## src/rtl/mrfr_pkg.sv

```systemverilog
// Shared types and constants for the request frame receiver.
// Depends on nothing; used by every module under rtl/.
package mrfr_pkg;

    localparam int INDEX_BITS = 8;
    localparam int BYTE_BITS  = 8;
    localparam int DATA_BITS  = 9;

    localparam logic [INDEX_BITS-1:0] INDEX_ZERO = '0;
    localparam logic [INDEX_BITS-1:0] INDEX_ONE  = INDEX_BITS'(1);

    localparam logic [BYTE_BITS-1:0] FN_READ    = 8'h04;
    localparam logic [BYTE_BITS-1:0] FN_WRITE   = 8'h10;
    localparam logic [BYTE_BITS-1:0] ABORT_MARK = 8'hEE;

    localparam logic [DATA_BITS-1:0] DATA_ONE = DATA_BITS'(1);

    // Frame parse position, one-hot
    typedef enum logic [9:0] {
        ST_STATION  = 10'b00_0000_0001,
        ST_FUNCTION = 10'b00_0000_0010,
        ST_ADDR_HI  = 10'b00_0000_0100,
        ST_ADDR_LO  = 10'b00_0000_1000,
        ST_LEN_HI   = 10'b00_0001_0000,
        ST_LEN_LO   = 10'b00_0010_0000,
        ST_BYTE_CNT = 10'b00_0100_0000,
        ST_CRC_LO   = 10'b00_1000_0000,
        ST_CRC_HI   = 10'b01_0000_0000,
        ST_DATA     = 10'b10_0000_0000
    } step_t;

    // One result transaction
    typedef struct packed {
        logic                 store_valid;
        logic [BYTE_BITS-1:0] store_index;
        logic [BYTE_BITS-1:0] store_byte;
        logic                 function_accepted;
        logic                 frame_aborted;
        logic                 frame_done;
    } result_t;

endpackage

```

## src/rtl/mrfr_parser.sv

```systemverilog
// Frame parser: parse state registers and the single-pass result logic.
// Depends on mrfr_pkg.
module mrfr_parser (
    input  logic                      clk,
    input  logic                      rst_n,
    input  logic                      accept,
    input  logic [7:0]                rx_byte,
    input  logic                      line_error,
    input  logic                      transmit_busy,
    output mrfr_pkg::result_t         result
);
    import mrfr_pkg::*;

    step_t                  step_reg,     step_next;
    logic [INDEX_BITS-1:0]  windex_reg,   windex_next;
    logic                   is_write_reg, is_write_next;
    logic [BYTE_BITS-1:0]   len_lo_reg,   len_lo_next;
    logic [DATA_BITS-1:0]   remain_reg,   remain_next;

    logic                   keep;
    logic [INDEX_BITS-1:0]  windex_inc;

    assign windex_inc = windex_reg + INDEX_ONE;

    always_comb
    begin
        step_next     = step_reg;
        windex_next   = windex_reg;
        is_write_next = is_write_reg;
        len_lo_next   = len_lo_reg;
        remain_next   = remain_reg;
        keep          = 1'b0;
        result        = '0;

        if (!(line_error || transmit_busy))
        begin
            case (step_reg)
                ST_STATION:
                begin
                    keep      = 1'b1;
                    step_next = ST_FUNCTION;
                end
                ST_FUNCTION:
                begin
                    if (rx_byte inside {FN_READ, FN_WRITE})
                    begin
                        keep                     = 1'b1;
                        result.function_accepted = 1'b1;
                        is_write_next            = (rx_byte == FN_WRITE);
                        step_next                = ST_ADDR_HI;
                    end
                end
                ST_ADDR_HI:
                begin
                    keep      = 1'b1;
                    step_next = ST_ADDR_LO;
                end
                ST_ADDR_LO:
                begin
                    if (rx_byte == ABORT_MARK)
                    begin
                        result.frame_aborted = 1'b1;
                        step_next            = ST_STATION;
                        windex_next          = INDEX_ZERO;
                    end
                    else
                    begin
                        keep      = 1'b1;
                        step_next = ST_LEN_HI;
                    end
                end
                ST_LEN_HI:
                begin
                    keep      = 1'b1;
                    step_next = ST_LEN_LO;
                end
                ST_LEN_LO:
                begin
                    keep        = 1'b1;
                    len_lo_next = rx_byte;
                    step_next   = is_write_reg ? ST_BYTE_CNT : ST_CRC_LO;
                end
                ST_BYTE_CNT:
                begin
                    keep = 1'b1;
                    if (is_write_reg)
                    begin
                        remain_next = {len_lo_reg, 1'b0};
                        step_next   = ST_DATA;
                    end
                    else
                    begin
                        remain_next = '0;
                        step_next   = ST_CRC_LO;
                    end
                end
                ST_CRC_LO:
                begin
                    keep      = 1'b1;
                    step_next = ST_CRC_HI;
                end
                ST_CRC_HI:
                begin
                    result.store_valid = 1'b1;
                    result.store_index = windex_reg[BYTE_BITS-1:0];
                    result.store_byte  = rx_byte;
                    result.frame_done  = 1'b1;
                    windex_next        = INDEX_ZERO;
                    step_next          = ST_STATION;
                end
                ST_DATA:
                begin
                    keep = 1'b1;
                    if (remain_reg <= DATA_ONE)
                        step_next = ST_CRC_LO;
                    else
                        remain_next = remain_reg - DATA_ONE;
                end
                default:
                begin
                    windex_next = INDEX_ZERO;
                    step_next   = ST_STATION;
                end
            endcase

            if (keep)
            begin
                result.store_valid = 1'b1;
                result.store_index = windex_reg[BYTE_BITS-1:0];
                result.store_byte  = rx_byte;
                windex_next        = windex_inc;
            end
        end
    end

    always_ff @(posedge clk or negedge rst_n)
    begin
        if (!rst_n)
        begin
            step_reg     <= ST_STATION;
            windex_reg   <= INDEX_ZERO;
            is_write_reg <= 1'b0;
            len_lo_reg   <= '0;
            remain_reg   <= '0;
        end
        else if (accept)
        begin
            step_reg     <= step_next;
            windex_reg   <= windex_next;
            is_write_reg <= is_write_next;
            len_lo_reg   <= len_lo_next;
            remain_reg   <= remain_next;
        end
    end

    // Frame end or abort rewinds the buffer index
    a_index_rewind: assert property (@(posedge clk) disable iff (!rst_n)
        accept && (result.frame_done || result.frame_aborted)
        |=> windex_reg == INDEX_ZERO)
        else $error("index not rewound after frame end/abort");

    // Dropped bytes leave the parse state alone
    a_drop_holds: assert property (@(posedge clk) disable iff (!rst_n)
        accept && (line_error || transmit_busy)
        |=> $stable(step_reg) && $stable(windex_reg) && $stable(remain_reg))
        else $error("dropped byte changed parse state");

    // Data phase is only entered with a write request pending
    a_data_is_write: assert property (@(posedge clk) disable iff (!rst_n)
        step_reg == ST_DATA |-> is_write_reg)
        else $error("data phase without write request");

    // Every stored byte advances the index unless it closes the frame
    a_index_step: assert property (@(posedge clk) disable iff (!rst_n)
        accept && result.store_valid && !result.frame_done
        |=> windex_reg == $past(windex_inc))
        else $error("index did not advance on store");

endmodule

```

## src/rtl/mrfr_out_reg.sv

```systemverilog
// Result register between the parser and the output channel.
// Depends on mrfr_pkg.
module mrfr_out_reg (
    input  logic              clk,
    input  logic              rst_n,
    input  logic              load_valid,
    output logic              load_ready,
    input  mrfr_pkg::result_t load_result,
    output logic              out_valid,
    input  logic              out_ready,
    output mrfr_pkg::result_t out_result
);
    import mrfr_pkg::*;

    logic    valid_reg;
    result_t result_reg;

    // Slot frees up in the same cycle the held result is taken
    assign load_ready = !valid_reg || out_ready;
    assign out_valid  = valid_reg;
    assign out_result = result_reg;

    always_ff @(posedge clk or negedge rst_n)
    begin
        if (!rst_n)
            valid_reg <= 1'b0;
        else if (load_ready)
            valid_reg <= load_valid;
    end

    always_ff @(posedge clk)
    begin
        if (load_ready && load_valid)
            result_reg <= load_result;
    end

    // A held result that is not taken is kept
    a_hold: assert property (@(posedge clk) disable iff (!rst_n)
        valid_reg && !out_ready |=> valid_reg && result_reg == $past(result_reg))
        else $error("held result lost");

    // A loaded transaction always shows up at the output
    a_load: assert property (@(posedge clk) disable iff (!rst_n)
        load_valid && load_ready |=> valid_reg)
        else $error("loaded result not presented");

    // Empty-slot results never carry a store index without a store
    a_no_stray_index: assert property (@(posedge clk) disable iff (!rst_n)
        valid_reg && !result_reg.store_valid |-> result_reg.store_index == '0)
        else $error("store index without store");

endmodule

```

## src/rtl/modbus_request_frame_receiver.sv

```systemverilog
// Top level of the request frame receiver: parser plus result register.
// Depends on mrfr_pkg, mrfr_parser and mrfr_out_reg.
//
//  channel | handshake            | payload
//  --------+----------------------+----------------------------------------------
//  in      | in_valid / in_ready  | rx_byte, line_error, transmit_busy
//  out     | out_valid / out_ready| store_valid, store_index, store_byte,
//          |                      | function_accepted, frame_aborted, frame_done
//
// Every input transaction yields exactly one output transaction, presented in the cycle after it is accepted.
// One transaction per cycle while out_ready keeps up: the parse step, index and
// length registers update on each accepted transaction, and the result register is the
// only storage on the output side. in_ready drops only while a result is held and out_ready is low.
// rst_n (async, active low) returns the parser to waiting for the station byte
// with the buffer index at zero and empties the result register.
module modbus_request_frame_receiver (
    input  logic       clk,
    input  logic       rst_n,

    input  logic       in_valid,
    output logic       in_ready,
    input  logic [7:0] rx_byte,
    input  logic       line_error,
    input  logic       transmit_busy,

    output logic       out_valid,
    input  logic       out_ready,
    output logic       store_valid,
    output logic [7:0] store_index,
    output logic [7:0] store_byte,
    output logic       function_accepted,
    output logic       frame_aborted,
    output logic       frame_done
);
    import mrfr_pkg::*;

    logic    accept;
    result_t parse_result;
    result_t out_result;

    // Parser state moves only on an accepted transaction
    assign accept = in_valid && in_ready;

    mrfr_parser u_parser (
        .clk           (clk),
        .rst_n         (rst_n),
        .accept        (accept),
        .rx_byte       (rx_byte),
        .line_error    (line_error),
        .transmit_busy (transmit_busy),
        .result        (parse_result)
    );

    mrfr_out_reg u_out_reg (
        .clk         (clk),
        .rst_n       (rst_n),
        .load_valid  (in_valid),
        .load_ready  (in_ready),
        .load_result (parse_result),
        .out_valid   (out_valid),
        .out_ready   (out_ready),
        .out_result  (out_result)
    );

    assign store_valid       = out_result.store_valid;
    assign store_index       = out_result.store_index;
    assign store_byte        = out_result.store_byte;
    assign function_accepted = out_result.function_accepted;
    assign frame_aborted     = out_result.frame_aborted;
    assign frame_done        = out_result.frame_done;

    // At most one frame event per transaction
    a_one_event: assert property (@(posedge clk) disable iff (!rst_n)
        out_valid |-> $onehot0({function_accepted, frame_aborted, frame_done}))
        else $error("multiple frame events in one result");

    // Frame end stores the last CRC byte; abort stores nothing
    a_event_store: assert property (@(posedge clk) disable iff (!rst_n)
        out_valid |-> (!frame_done || store_valid) && (!frame_aborted || !store_valid))
        else $error("frame event and store flag disagree");

    // A dropped byte produces an all-zero result
    a_drop_zero: assert property (@(posedge clk) disable iff (!rst_n)
        accept && (line_error || transmit_busy)
        |=> !store_valid && !function_accepted && !frame_aborted && !frame_done)
        else $error("dropped byte produced an event");

endmodule
```

## config.mk

```make
export PLATFORM = sky130hd
export DESIGN_NAME = modbus_request_frame_receiver
export DESIGN_NICKNAME = d
export VERILOG_FILES = /design/src/rtl/mrfr_pkg.sv /design/src/rtl/mrfr_parser.sv /design/src/rtl/mrfr_out_reg.sv /design/src/rtl/modbus_request_frame_receiver.sv
export SDC_FILE = /design/constraint.sdc
export NUM_CORES = 1
export LEC_CHECK = 0
export ABC_AREA = 1
export BUFFER_PORTS_ARGS = -buffer_cell sky130_fd_sc_hd__buf_4
export CORE_MARGIN = 2
export CORE_UTILIZATION = 35
export CTS_BUF_LIST = sky130_fd_sc_hd__clkbuf_8
export DETAILED_ROUTE_END_ITERATION = 10
export GPL_TIMING_DRIVEN = 0
export PLACE_DENSITY = 0.59
export SKIP_LAST_GASP = 1
export SYNTH_ARGS = -nofsm -noshare
export SYNTH_HDL_FRONTEND = slang
export SYNTH_SLANG_ARGS = --single-unit
```

## constraint.sdc

```tcl
create_clock -name clk -period 1.65 [get_ports clk]
set_input_delay 0 -clock clk [delete_from_list [all_inputs] [get_ports clk]]
set_output_delay 0 -clock clk [all_outputs]
set_load 0.03 [all_outputs]
```

### Yosys cells after proc, flatten, opt, wreduce, memory -nomap -nowiden

Index checks and enable logic that the tools add are counted.

| storage, ports and cells | value |
|---|---|
| register bits | 57 |
| output and inout bits | 22 |
| word-level logic and storage cells | 71 |

| cells by class | value |
|---|---|
| $add $sub $neg | 2 |
| $lt $le $gt $ge | 1 |
| eq/ne operators | 18 |
| multiplexer cells | 20 |
| bitwise operators | 3 |
| reductions and logical operators | 15 |

Operators by type and width:

| operator | number |
|---|---|
| $pmux W10 S9 | 1 |
| $mux W17 | 2 |
| $mux W10 | 3 |
| $mux W8 | 3 |
| $mux W9 | 2 |
| $pmux W9 S2 | 1 |
| $pmux W8 S2 | 1 |
| $reduce_and A4 Y1 | 4 |
| $eq A10 B1 Y1 const B | 1 |
| $eq A10 B10 Y1 const B | 1 |
| $eq A10 B2 Y1 const B | 1 |
| $eq A10 B3 Y1 const B | 1 |
| $eq A10 B4 Y1 const B | 1 |
| $eq A10 B5 Y1 const B | 1 |
| $eq A10 B6 Y1 const B | 1 |
| $eq A10 B7 Y1 const B | 1 |
| $eq A10 B8 Y1 const B | 1 |
| $eq A10 B9 Y1 const B | 1 |
| $le A9 B1 Y1 const B | 1 |
| $sub A9 B1 Y9 const B | 1 |
| $add A8 B1 Y8 const B | 1 |
| $eq A8 B3 Y1 const B | 1 |
| $eq A8 B5 Y1 const B | 1 |
| $eq A8 B8 Y1 const B | 1 |
| 15 further kinds | 26 |

### Longest topological paths before layout

| depth | value |
|---|---|
| depth after elaboration | 7 |
| mapped depth | 12 |
| mapped depth without buffers | 12 |

### Hierarchy

A second synthesis with hierarchy kept.

| unflattened totals | value |
|---|---|
| cells, all modules | 341 |
| area total of the unflattened synthesis | 3062.9 um2 |

Modules (own cells, without submodules):

| module | times used | cells each | area each (um2) | seq. area each (um2) |
|---|---|---|---|---|
| mrfr_parser | 1 | 313 | 2409.8 | 902.1 |
| mrfr_out_reg | 1 | 26 | 645.6 | 625.6 |
| modbus_request_frame_receiver | 1 | 2 | 7.5 | 0.0 |

### Worst setup path before layout

OpenSTA, ideal clock, no wires.

| timing | value |
|---|---|
| kind | register -> register |
| start | register u_out_reg.valid_reg, in the netlist u_out_reg.out_valid |
| end | register u_parser.is_write_reg |
| library setup time | 0.119 ns |
| arrival | 1.756 ns |
| required time | 1.531 ns |
| slack | -0.224 ns |
| cell stages (with the launch flop) | 10 |
| buffers on the path | 1 |
| period minus slack after synthesis | 1.874 ns |
| path through | dfrtp_1 -> nand2_1 -> nand2_1 -> nor2_4 -> nand2_2 -> nor2_1 -> buf_6 -> nand2_1 -> nand2_1 -> nand2_1 |

| on the way | value |
|---|---|
| word-level cells in the longest chain between the ends | 4 |

RTL lines:

| item | line | source |
|---|---|---|
| start: declaration | mrfr_out_reg.sv:15 | `logic valid_reg;` |
| start signal: assignment | mrfr_out_reg.sv:28 | `valid_reg <= load_valid;` |
| $logic_not A1 Y1 | mrfr_out_reg.sv:19 | `assign load_ready = !valid_reg \|\| out_ready;` |
| $logic_or A1 B1 Y1 | mrfr_out_reg.sv:19 |  |
| named net in_ready | modbus_request_frame_receiver.sv:21 | `output logic in_ready,` |
| $logic_and A1 B1 Y1 | modbus_request_frame_receiver.sv:42 | `assign accept = in_valid && in_ready;` |
| $reduce_and A4 Y1 (no line) | n/a |  |
| end signal: assignment | mrfr_parser.sv:150 | `is_write_reg <= is_write_next;` |
| end: declaration | mrfr_parser.sv:16 | `logic is_write_reg, is_write_next;` |

The timed path passes the listed nets, and every way through them passes these cells.
A chain may end at the register's enable or synchronous reset.

### Final worst setup path

| timing | value |
|---|---|
| start | register u_parser.step_reg[0] |
| end | register u_out_reg.result_reg (netlist bit u_out_reg.out_result[19]), data pin |

| on the way | value |
|---|---|
| word-level cells in the longest chain between the ends | 5 |
| elaborated cells between the ends (all ways) | 15 |
| those cells by class | 10 x eq/ne; 4 x mux; 1 x reduce/logical |

RTL lines:

| item | line | source |
|---|---|---|
| start: declaration | mrfr_parser.sv:14 | `step_t step_reg, step_next;` |
| start signal: assignment | mrfr_parser.sv:148 | `step_reg <= step_next;` |
| $eq A10 B1 Y1 (tied with other cells) | mrfr_parser.sv:37 | `case (step_reg)` |
| $reduce_or A7 Y1 (no line) | n/a |  |
| $pmux W1 S3 | mrfr_parser.sv:37 |  |
| $mux W1 | mrfr_parser.sv:35 | `if (!(line_error \|\| transmit_busy))` |
| $mux W17 (*) | mrfr_parser.sv:126 | `if (keep)` |
| end signal: assignment | mrfr_out_reg.sv:34 | `result_reg <= load_result;` |
| end: declaration | mrfr_out_reg.sv:16 | `result_t result_reg;` |

Every way passes the cells marked *; elsewhere a longest branch is shown, timed or not. The select of a mux whose other input is x is not followed.

==> results.md <==
* Initial antenna violation count at 0
* Gpl congestion at approximately 0.9
* Number of standard cells in the final layout excluding fillers at between 500 and 600
* Unrepaired setup endpoints after global routing: true
* Clock net sink count at 57
* Violations in the final reports: negative setup slack
* Data arrival at the endpoint of the critical path at around 1.9 ns
* Hold Fails Final Rpt at 0
* 1st-pass router iterations at 4
* Proportion of synthesized chip area in sequential cells at 0.4904
* Mapped cell area at 3115 sq um
* Path category of the worst min-delay check: in2reg
* Number of flip-flops and latches in the synthesized netlist at 57
* Worst path required time at 1.74 ns
* Layout Skew at 0.01008 ns
* Period minus WS final at 1.788 ns
* Number of buffers created by CTS at 9
* Number of nets produced by synthesis at about 400
* Internal Power at between 3 and 4 mW
* Headroom to the max-slew limit at 0.6542
* Pin count of the biggest net entering global routing at 38
* Routed vias/inst at 4.943
* LEAKAGE at around 2 nW
* Vertical extent of the die at just under 100 microns
* Count of yosys warnings during synthesis at 0
* Post-layout net count at approximately 480
* Area overhead of the layout relative to synthesis at 34.46%
* Number of global-route vias before repair at approximately 2600
* Detailed-placement wirelength estimate at between 5000 and 6000 microns
* Setup violations, final at 38
* Tot GR Track Use at 0.1600
* Fmax at 0.5594 GHz
* Transition time of the tightest slew-check pin at 0.5158 ns
* Worst setup SP type: register
* Part of the power in combinational logic at 0.357
* X dimension of the die at just under 100 microns
* CTS root buffer: clkbuf_8
* # placed instances at roughly 530
* Clock latency of the later-clocked register in the worst-skew pair at roughly 0.34 ns
* Total of buffers placed on input and output ports at 35
* Biggest fanout along the worst timing path at 10
* Mean post-synth cell area at between 8 and 9 sq um
* Initial core utilization at 0.3590
* Most frequent cells in the layout: nand2_1, buf_4, inv_1, nor2_1
* Max cap viols at 0
* Flip-flop count of the largest register after layout at 20
* Commonest non-fill, non-tap cell in the layout: nand2_1
* Antenna diode count at 0
* Net load switching power at between 1.5 and 2 mW
* Final max-slew violation count at 0
* Die area at 9672 sq um
* Core area at 8678 sq um
* Overflow after GRT at 0
* Average wire length per cell after detail routing at approximately 14 microns
* Clock tree from TritonCTS: built
* Max Buffers Root-to-Sink at 2
* Aggregate routed wire length at approximately 7800 microns
* Via count at 2837
* Number of nets with antenna violations after detailed routing at 0
* Violation count after the first detailed-routing iteration at ~110
* Fraction of power consumed by the clock network at 0.275
* Part of the power in registers at 0.368
* Gate Count Post-Synth at ~380
* Crit Path Class: reg2reg
* # rows at 34
* Element type at the critical path end: register
* Clk pin slew, worst setup/hold paths at 0.07 ns
* Status: finished with violations
* IO Pins at 36
* Net switching share of the total power at 0.3724
* Area of all placed cells without fillers at approximately 4200 sq um
* Peak ir drop on the vdd network at about 0.00043 V
* Number of remaining DRC errors at 0
* Wire length of the first global-routing pass at about 12000 microns
* Number of library cell types mapped by synthesis at 30
* PnR worst setup slack at -0.1376 ns
* Placed cell area at 3528 sq um
* Portion of the clock cycle consumed by the worst path in the final layout at 1.083
* Fraction of layout instances using a drive strength above 1 at 0.3219
* Power per Cell Area at around 1200 nW/um^2
* H-tree depth at 3
## metal layers
metal | track usage | vias to the layer above | routed length, microns
li1 | - | 1401 | -
met1 | 0.2037 | 1357 | 3480
met2 | 0.2606 | 57 | 3784
met3 | 0.03651 | 22 | 288
met4 | 0.07060 | 0 | 218
met5 | 0 | - | 0
## critical path, stage by stage (launching register included)
cell,delay (ns)
dfstp_2,0.57
nor2_4,0.05
nand2_4,0.12
nor2_4,0.06
nand2_4,0.12
nand2_4,0.07
nor2_4,0.13
nand3_4,0.09
nand2_4,0.10
buf_12,0.15
nand2_1,0.06
## cell usage after synthesis, drive strengths merged
cell / count / area share
nand2: 104 / 0.14
ha: 3 / 0.012
nor2: 61 / 0.091
xnor2: 1 / 0.0028
nand3: 34 / 0.056
a21oi: 23 / 0.051
nand4: 6 / 0.014
edfxtp: 20 / 0.19
inv: 47 / 0.057
nor3: 9 / 0.016
o21ai: 28 / 0.045
buf: 6 / 0.013
o21a: 1 / 0.0024
dfstp: 1 / 0.0084
nand3b: 1 / 0.0036
dfrtp: 36 / 0.29
xor2: 3 / 0.0084
## power by group through the flow
| stage | Sequential, mW | Clock, mW | Combinational, mW |
|---|---|---|---|
| floorplan | 1.98 | 0 | 0.998 |
| global placement | 1.92 | 0 | 1.40 |
| detailed placement | 1.92 | 0 | 1.43 |
| CTS | 1.89 | 1.45 | 1.64 |
| global route | 1.93 | 1.52 | 2.05 |
| finish | 1.91 | 1.42 | 1.85 |
## layout make-up
| class | count | area [sq um] |
|---|---|---|
| Timing Repair inverter | 1 | 5.005 |
| Timing Repair Buffer | 65 | 511.7 |
| Buffer | 6 | 52.55 |
| Clock buffer | 9 | 123.9 |
| Sequential cell | 57 | 1535 |
| Clock inverter | 7 | 87.58 |
| Tap cell | 108 | 135.1 |
| Multi-Input combinational cell | 274 | 1553 |
| Fill cell | 844 | 4489 |
| Inverter | 47 | 185.2 |
## through the flow
| step | power, mW | setup TNS (ns) | hold slack (ns) | util | setup WS [ns] |
|---|---|---|---|---|---|
| global placement | 3.315 | -6.153 | -0.003535 | 0.4066 | -0.2577 |
| CTS | 4.973 | -1.594 | 0.007673 | 0.4542 | -0.08385 |
| floorplan | 2.973 | -0.4163 | -0.2956 | - | -0.04229 |
| detailed placement | 3.353 | -6.760 | 0.005062 | 0.4066 | -0.2578 |
| global route | 5.500 | -6.976 | 0.003132 | 0.4827 | -0.1962 |
| finish | 5.179 | -3.347 | 0.01473 | 0.4827 | -0.1376 |
## timing repair
action	CTS	global route
buffers inserted	6	15
hold buffers	8	0
cloned	0	2
endpoints found under the hold margin	46	0
gates resized for setup	23	43
setup endpoints to repair	69	66
pin swaps	3	8
## final timing paths
path | from | depth (start not counted) | end | slack, ns
worst max-delay path | u_parser.step_reg[0]$_DFFE_PN1P_ | 10 | u_out_reg.out_result[19]$_SDFFCE_PP0P_ | -0.14
max in group asynchronous | rst_n | 2 | u_parser.step_reg[2]$_DFFE_PN0P_ | 1.12
worst max register to register | u_parser.step_reg[0]$_DFFE_PN1P_ | 10 | u_out_reg.out_result[19]$_SDFFCE_PP0P_ | -0.14
worst min register to register | u_parser.len_lo_reg[7]$_DFFE_PN0P_ | 2 | u_parser.len_lo_reg[7]$_DFFE_PN0P_ | 0.50
worst min-delay path | rx_byte[3] | 3 | u_parser.len_lo_reg[3]$_DFFE_PN0P_ | 0.01
min in group asynchronous | rst_n | 2 | u_parser.step_reg[8]$_DFFE_PN0P_ | 0.16
## logic make-up (layout without fill, tap and decap cells)
group	after synthesis	count (layout)	synth area share
buf+inv	53	135	0.06988
simple gates	215	215	0.3177
compound gates	52	52	0.09880
xor+xnor	4	4	0.01125
fa+ha+maj	3	3	0.01205
flops	57	57	0.4904
Note: power is estimated with default switching activity, not from simulation.
